**src/hdl/bci_pkg.sv**
```systemverilog
`default_nettype none
package bci_pkg;

  localparam int unsigned ADDR_BITS = 12;
  localparam int unsigned DATA_BITS = 16;

  typedef enum logic [1:0] {
    CMD_WRITE = 2'd0,
    CMD_READ  = 2'd1,
    CMD_START = 2'd2,
    CMD_STEP  = 2'd3
  } cmd_e;

  localparam logic [2:0] OP_AND = 3'd0;
  localparam logic [2:0] OP_ADD = 3'd1;
  localparam logic [2:0] OP_LDA = 3'd2;
  localparam logic [2:0] OP_STA = 3'd3;
  localparam logic [2:0] OP_BUN = 3'd4;
  localparam logic [2:0] OP_BSA = 3'd5;
  localparam logic [2:0] OP_ISZ = 3'd6;
  localparam logic [2:0] OP_REG = 3'd7;

  typedef struct packed {
    logic [1:0]  cmd;
    logic [11:0] address;
    logic [15:0] data;
  } req_t;

  typedef struct packed {
    logic [15:0] read_data;
    logic [11:0] pc_value;
    logic [15:0] acc_value;
    logic        link_bit;
    logic        running;
  } rsp_t;

  // Controller to datapath commands
  typedef struct packed {
    logic clr_mem;   // write zero at sweep address
    logic cap_req;   // capture request
    logic mem_wr;    // write command data
    logic rd_cmd;    // read command address
    logic rd_pc;     // fetch read
    logic rd_ea;     // read at effective address
    logic ld_ir;     // capture instruction, pc+1
    logic ld_ind;    // capture indirect address
    logic exec;      // execute with operand
    logic set_pc;    // start command
    logic rsp;       // issue result
    logic rsp_rd;    // result carries read data
  } ctl_t;

  typedef struct packed {
    logic       run;
    logic [1:0] cmd;
    logic [2:0] op;
    logic       ind;
    logic       sweep_done;
  } sts_t;

endpackage
`default_nettype wire

```
**src/hdl/bci_control.sv**
```systemverilog
`default_nettype none
module bci_control import bci_pkg::*; (
  input  wire logic clk_i,
  input  wire logic rst_ni,
  input  wire logic start_i,
  input  wire sts_t sts_i,
  output logic      busy_o,
  output ctl_t      ctl_o
);
  localparam logic [2:0] S_CLEAR = 3'd0;
  localparam logic [2:0] S_IDLE  = 3'd1;
  localparam logic [2:0] S_DISP  = 3'd2;
  localparam logic [2:0] S_FETCH = 3'd3;
  localparam logic [2:0] S_DEC   = 3'd4;
  localparam logic [2:0] S_IND   = 3'd5;
  localparam logic [2:0] S_OPRD  = 3'd6;
  localparam logic [2:0] S_EXEC  = 3'd7;

  logic [2:0] state_q, state_d;

  // Sequencer
  always_comb begin
    state_d = state_q;
    ctl_o = '0;
    case (state_q)
      S_CLEAR: begin
        ctl_o.clr_mem = 1'b1;
        if (sts_i.sweep_done) begin ctl_o.clr_mem = 1'b0; state_d = S_IDLE; end
      end
      S_IDLE: if (start_i) begin ctl_o.cap_req = 1'b1; state_d = S_DISP; end
      S_DISP: begin
        case (sts_i.cmd)
          CMD_WRITE: begin ctl_o.mem_wr = 1'b1; ctl_o.rsp = 1'b1; state_d = S_IDLE; end
          CMD_READ:  begin ctl_o.rd_cmd = 1'b1; state_d = S_EXEC; end
          CMD_START: begin ctl_o.set_pc = 1'b1; ctl_o.rsp = 1'b1; state_d = S_IDLE; end
          default: begin
            if (sts_i.run) begin ctl_o.rd_pc = 1'b1; state_d = S_FETCH; end
            else begin ctl_o.rsp = 1'b1; state_d = S_IDLE; end
          end
        endcase
      end
      S_FETCH: begin ctl_o.ld_ir = 1'b1; state_d = S_DEC; end
      S_DEC: begin
        if (sts_i.op == OP_REG) begin
          ctl_o.exec = 1'b1; ctl_o.rsp = 1'b1; state_d = S_IDLE;
        end else begin
          ctl_o.rd_ea = 1'b1;
          state_d = sts_i.ind ? S_IND : S_EXEC;
        end
      end
      S_IND: begin ctl_o.ld_ind = 1'b1; state_d = S_OPRD; end
      S_OPRD: begin ctl_o.rd_ea = 1'b1; state_d = S_EXEC; end
      S_EXEC: begin
        ctl_o.rsp = 1'b1;
        if (sts_i.cmd == CMD_READ) ctl_o.rsp_rd = 1'b1;
        else ctl_o.exec = 1'b1;
        state_d = S_IDLE;
      end
      default: state_d = S_IDLE;
    endcase
  end

  always_ff @(posedge clk_i or negedge rst_ni) begin
    if (!rst_ni) state_q <= S_CLEAR;
    else state_q <= state_d;
  end

  assign busy_o = (state_q != S_IDLE);

  ap_accept: assert property (@(posedge clk_i) disable iff (!rst_ni)
    (state_q == S_IDLE && start_i) |=> state_q == S_DISP) else $error("accept lost");
  ap_rsp_idle: assert property (@(posedge clk_i) disable iff (!rst_ni)
    ctl_o.rsp |=> state_q == S_IDLE) else $error("result not final");
  ap_ind: assert property (@(posedge clk_i) disable iff (!rst_ni)
    state_q == S_IND |=> state_q == S_OPRD) else $error("indirect order");
endmodule
`default_nettype wire

```
**config.mk**
```make
export PLATFORM = sky130hd
export DESIGN_NAME = bci_control
export DESIGN_NICKNAME = d
export VERILOG_FILES = /design/src/hdl/bci_pkg.sv /design/src/hdl/bci_control.sv
export SDC_FILE = /design/constraint.sdc
export NUM_CORES = 1
export LEC_CHECK = 0
export BUFFER_PORTS_ARGS = -buffer_cell sky130_fd_sc_hd__buf_4
export CELL_PAD_IN_SITES_DETAIL_PLACEMENT = 0
export CELL_PAD_IN_SITES_GLOBAL_PLACEMENT = 1
export CORE_MARGIN = 3
export CORE_UTILIZATION = 23
export CTS_CLUSTER_SIZE = 10
export DETAILED_ROUTE_END_ITERATION = 8
export PLACE_DENSITY_LB_ADDON = 0.1
export SLEW_MARGIN = 20
export SYNTH_ARGS = -nofsm -noshare
export SYNTH_HDL_FRONTEND = slang
export SYNTH_SLANG_ARGS = --single-unit
```
**constraint.sdc**
```tcl
create_clock -name clk_i -period 1.3 [get_ports clk_i]
set_input_delay 0.195 -clock clk_i [delete_from_list [all_inputs] [get_ports clk_i]]
set_output_delay 0.195 -clock clk_i [all_outputs]
set_load 0.005 [all_outputs]
```
==> impl_summary.md <==
Floorplanning
The area of the placeable core is 1190 sq um. The floorplan step set the die height to 42.8 um. In this run the horizontal extent of the chip is between 40 and 50 um. The I/O pin total is 24.

The area enclosed by the die boundary is between 1500 and 2000 sq um. The initial utilization of the core area, before any placement, comes to between 20% and 30%. The floorplan row count is 12.

STA
The setup slack of the critical path after layout is -213 ps. The final number of max-transition violations was 0. The minimum period implied by the final worst setup slack is approximately 1500 ps.

On the final layout, the worst clock skew is roughly 7.7 ps. At the pin with the least slew margin, the transition time is roughly 250 ps. Setup violations remaining at the end of the flow were counted as 14.

Setup repair after global routing could not meet its margin everywhere. Timing would allow up to between 600 and 700 MHz. For the final routed database, the setup TNS stands at -1220 ps. Of the available clock period, the critical path in the final layout requires 116%. The number of endpoints with negative hold slack in the final report is 0.

The headroom to the max-slew limit is 83.5%.

Yosys
After technology mapping, the gate count stands at 47. Of all cell types, the one taking the most synthesized area is sky130_fd_sc_hd__dfrtp_1. The number of library cell types mapped by synthesis is 21. The synthesized netlist occupies a cell area of slightly above 300 sq um.

The proportion of synthesized chip area in sequential cells is about a quarter. The number of nets in the synthesized netlist is 58. The top cell type by area accounts for approximately a quarter of the synthesized area.

In the post-synthesis netlist, the biggest area contributors are sky130_fd_sc_hd__dfrtp_1 (24%), sky130_fd_sc_hd__a21oi_1 (8.0%), sky130_fd_sc_hd__and3_1 (8.0%). The mean instance size in the synthesized netlist is 6.63 sq um. The post-synthesis sequential element count is 3. Yosys printed 0 warnings.

Layout
The number of flip-flops in the largest register is 3. The register containing the most flip-flops in the final layout is state_q. The net count of the finished layout is between 100 and 150. In the final layout, the registers with the most flip-flops are state_q x3. The number of antenna cells inserted is 0. From synthesis to final layout, the design area changed by 141%. The share of the core filled with cells is 63.2%. In the final layout, the share of cells above drive strength 1 is about 67%.

Detailed routing
The total detailed-routing wirelength is between 1000 and 1500 um. The count of TritonRoute iterations in the first routing pass is 3. For this run, design rule violations remaining after detail routing come to 0. Across all layers, the routed design uses 533 vias.

The average routed wire per standard cell is about 13 um. Once detail routing completed, the nets flagged for antenna violations numbered 0. Using the TritonRoute via totals, the vias-per-cell ratio works out to slightly above 5. The first routing iteration left 2 violations.

Pwr
The portion of total power attributed to combinational logic is about three quarters. The total leakage power is approximately 0.36 nW. The design internal power is between 0.001 and 0.0015 W. The power density over the cells is around 2300 nW/um^2. In this run the power spent charging and discharging nets is a little under 0.0007 W.

Net switching is between 40 and 50% of the power. The clock share of power is under 10%. The peak supply drop is roughly 1.2 mV. Registers are responsible for between 10% and 20% of the overall power.

Placement
The count of buffers added on input and output ports is 23. The weighted congestion reported at the end of routability-driven placement is just under 0.8. The detailed placer's ending HPWL is roughly 780 um.

Global route
The number of antenna violations at the first check in global routing was 0. The first global-routing pass estimated just under 2000 um of wire. In the global route stage, met1 resource usage came out at approximately 14%. Global routing consumed, on the met2 layer, 24.9% of the routing resources. The residual overflow from global routing is 0. Entering global routing, the biggest net connects 9 pins. The overall routing resource usage is between 10% and 20%.

Global routing consumed, on the met3 layer, under 10% of the routing resources. The global routing stage identified its most utilized layer as met2. The via count of the first global-routing pass is approximately 470.

Clocking
The clock tree from TritonCTS is yes. The number of clock buffers inserted by TritonCTS is 3. The clock tree buffer depth is 2.

The clock sink count is 3. The source-to-sink clock delay at the later pin of the worst-skew pair is about 240 ps. The root buffer cell is sky130_fd_sc_hd__clkbuf_4. After clock tree synthesis, the clock-pin slew on the worst setup and hold paths is around 40 ps. In this run the number of H-tree levels came out at 1.

Worst setup path
Across all register-to-register paths, the minimum setup slack is -90 ps. The endpoint identified for the worst register-to-register timing path is state_q[1]$_DFFE_PN0P_. The number of cells on the worst reg-to-reg path is 5. The source of the worst register-to-register timing path is state_q[1]$_DFFE_PN0P_. In this run the worst path has a maximum fanout of 8. Data on the critical path is required at its endpoint by approximately 1100 ps. The startpoint type of the worst setup path is a register. STA classifies the critical path endpoint as a primary output. The setup path with the least slack is of type reg -> out.

The arrival time at the worst endpoint is roughly 1300 ps.

Min path
The tightest min-delay check is of the in -> reg type. The cell depth of the worst min-delay path is 3. The hold path startpoint is start_i. The hold path endpoint is state_q[0]$_DFFE_PN0P_.

Run status
The checks that failed: setup timing. The flow ran to the end, but the final reports show violations.

Run
Max-cap violations in this run came to 0.
-- area by class of cell --
cell class,instances,area (sq um)
clock buffer,4,26.3
fill,112,437
inverter,2,12.5
multi-input combinational,39,270
sequential,3,78.8
tap,14,17.5
timing repair buffer,42,344
-- routing by layer --
| metal | part of all wire (%) | up-vias |
|---|---|---|
| met5 | 0 | - |
| li1 | - | 258 |
| met3 | 3.9 | 2 |
| met4 | 1.0 | 0 |
| met2 | 56 | 15 |
| met1 | 39 | 258 |
-- power groups by stage --
| stage | sequential, W | combinational (W) | clock, W |
|---|---|---|---|
| after global routing | 0.000278 | 0.00137 | 0.000187 |
| after floorplan | 0.000173 | 0.000453 | 0 |
| after detailed placement | 0.000258 | 0.000701 | 0 |
| after CTS | 0.000252 | 0.00100 | 0.000171 |
| final | 0.000268 | 0.00128 | 0.000168 |
| after global placement | 0.000257 | 0.000706 | 0 |
-- cell usage after synthesis (all sizes together) --
library cell  number
nor2               6
a21oi              5
nor3               5
and3               4
o21ai              4
buf                3
dfrtp              3
nand2              3
inv                2
nand2b             2
nand3              2
nor4               2
a211o              1
a21o               1
a41oi              1
nand4              1
nor2b              1
o21a               1
-- layout by cell type, fill, tap and decap left out, types with 3 or more instances in the layout --
cell | netlist | routed
sky130_fd_sc_hd__clkbuf_4 | 0 | 3
sky130_fd_sc_hd__dfrtp_2 | 0 | 3
sky130_fd_sc_hd__buf_6 | 0 | 7
sky130_fd_sc_hd__a21oi_1 | 5 | 4
sky130_fd_sc_hd__nor3_1 | 5 | 3
sky130_fd_sc_hd__buf_4 | 2 | 34
sky130_fd_sc_hd__nor2_1 | 6 | 5
-- metrics by stage --
stage          power, W  instance area, sq um  worst slack [ps]  cells  hold slack (ps)
3_3_place_gp   0.000963                   519             -21.6     86            -14.3
2_1_floorplan  0.000626                   312               133     47             -101
6_report        0.00172                   749              -213    104              260
5_1_grt         0.00184                   749              -248    104              261
4_1_cts         0.00142                   657              -134     98              256
3_5_place_dp   0.000959                   519             -4.83     86            -15.3
-- worst max path at each step --
| stage | from | to | cells after the start |
|---|---|---|---|
| 2_1_floorplan | state_q[1]$_DFFE_PN0P_ | ctl_o[1] | 4 |
| 3_3_place_gp | state_q[1]$_DFFE_PN0P_ | ctl_o[1] | 4 |
| 3_5_place_dp | state_q[1]$_DFFE_PN0P_ | ctl_o[1] | 4 |
| 4_1_cts | state_q[0]$_DFFE_PN0P_ | ctl_o[3] | 5 |
| 5_1_grt | state_q[1]$_DFFE_PN0P_ | ctl_o[11] | 3 |
| 6_report | state_q[1]$_DFFE_PN0P_ | ctl_o[11] | 3 |
-- worst max-delay path: stages (launching register included) --
cell and delay (ps):
sky130_fd_sc_hd__dfrtp_2 470, sky130_fd_sc_hd__buf_4 170, sky130_fd_sc_hd__nor4_2 280, sky130_fd_sc_hd__buf_4 160
-- cell families (layout without fill, tap and decap cells) --
group,after synthesis,count (layout),share of synthesized area (%)
simple gates,26,26,42.2
buf+inv,5,48,8.83
compound gates,13,13,24.9
flops,3,3,24.1
-- timing repair --
action                                  4_1_cts  5_1_grt
endpoints found under the setup margin       14       15
buffers inserted                              7        6
endpoints found under the hold margin         3        0
resized for setup                            18       11
hold buffers                                  1        0
pin swaps                                     5        5
No activity file was read; power rests on OpenSTA's default activity.
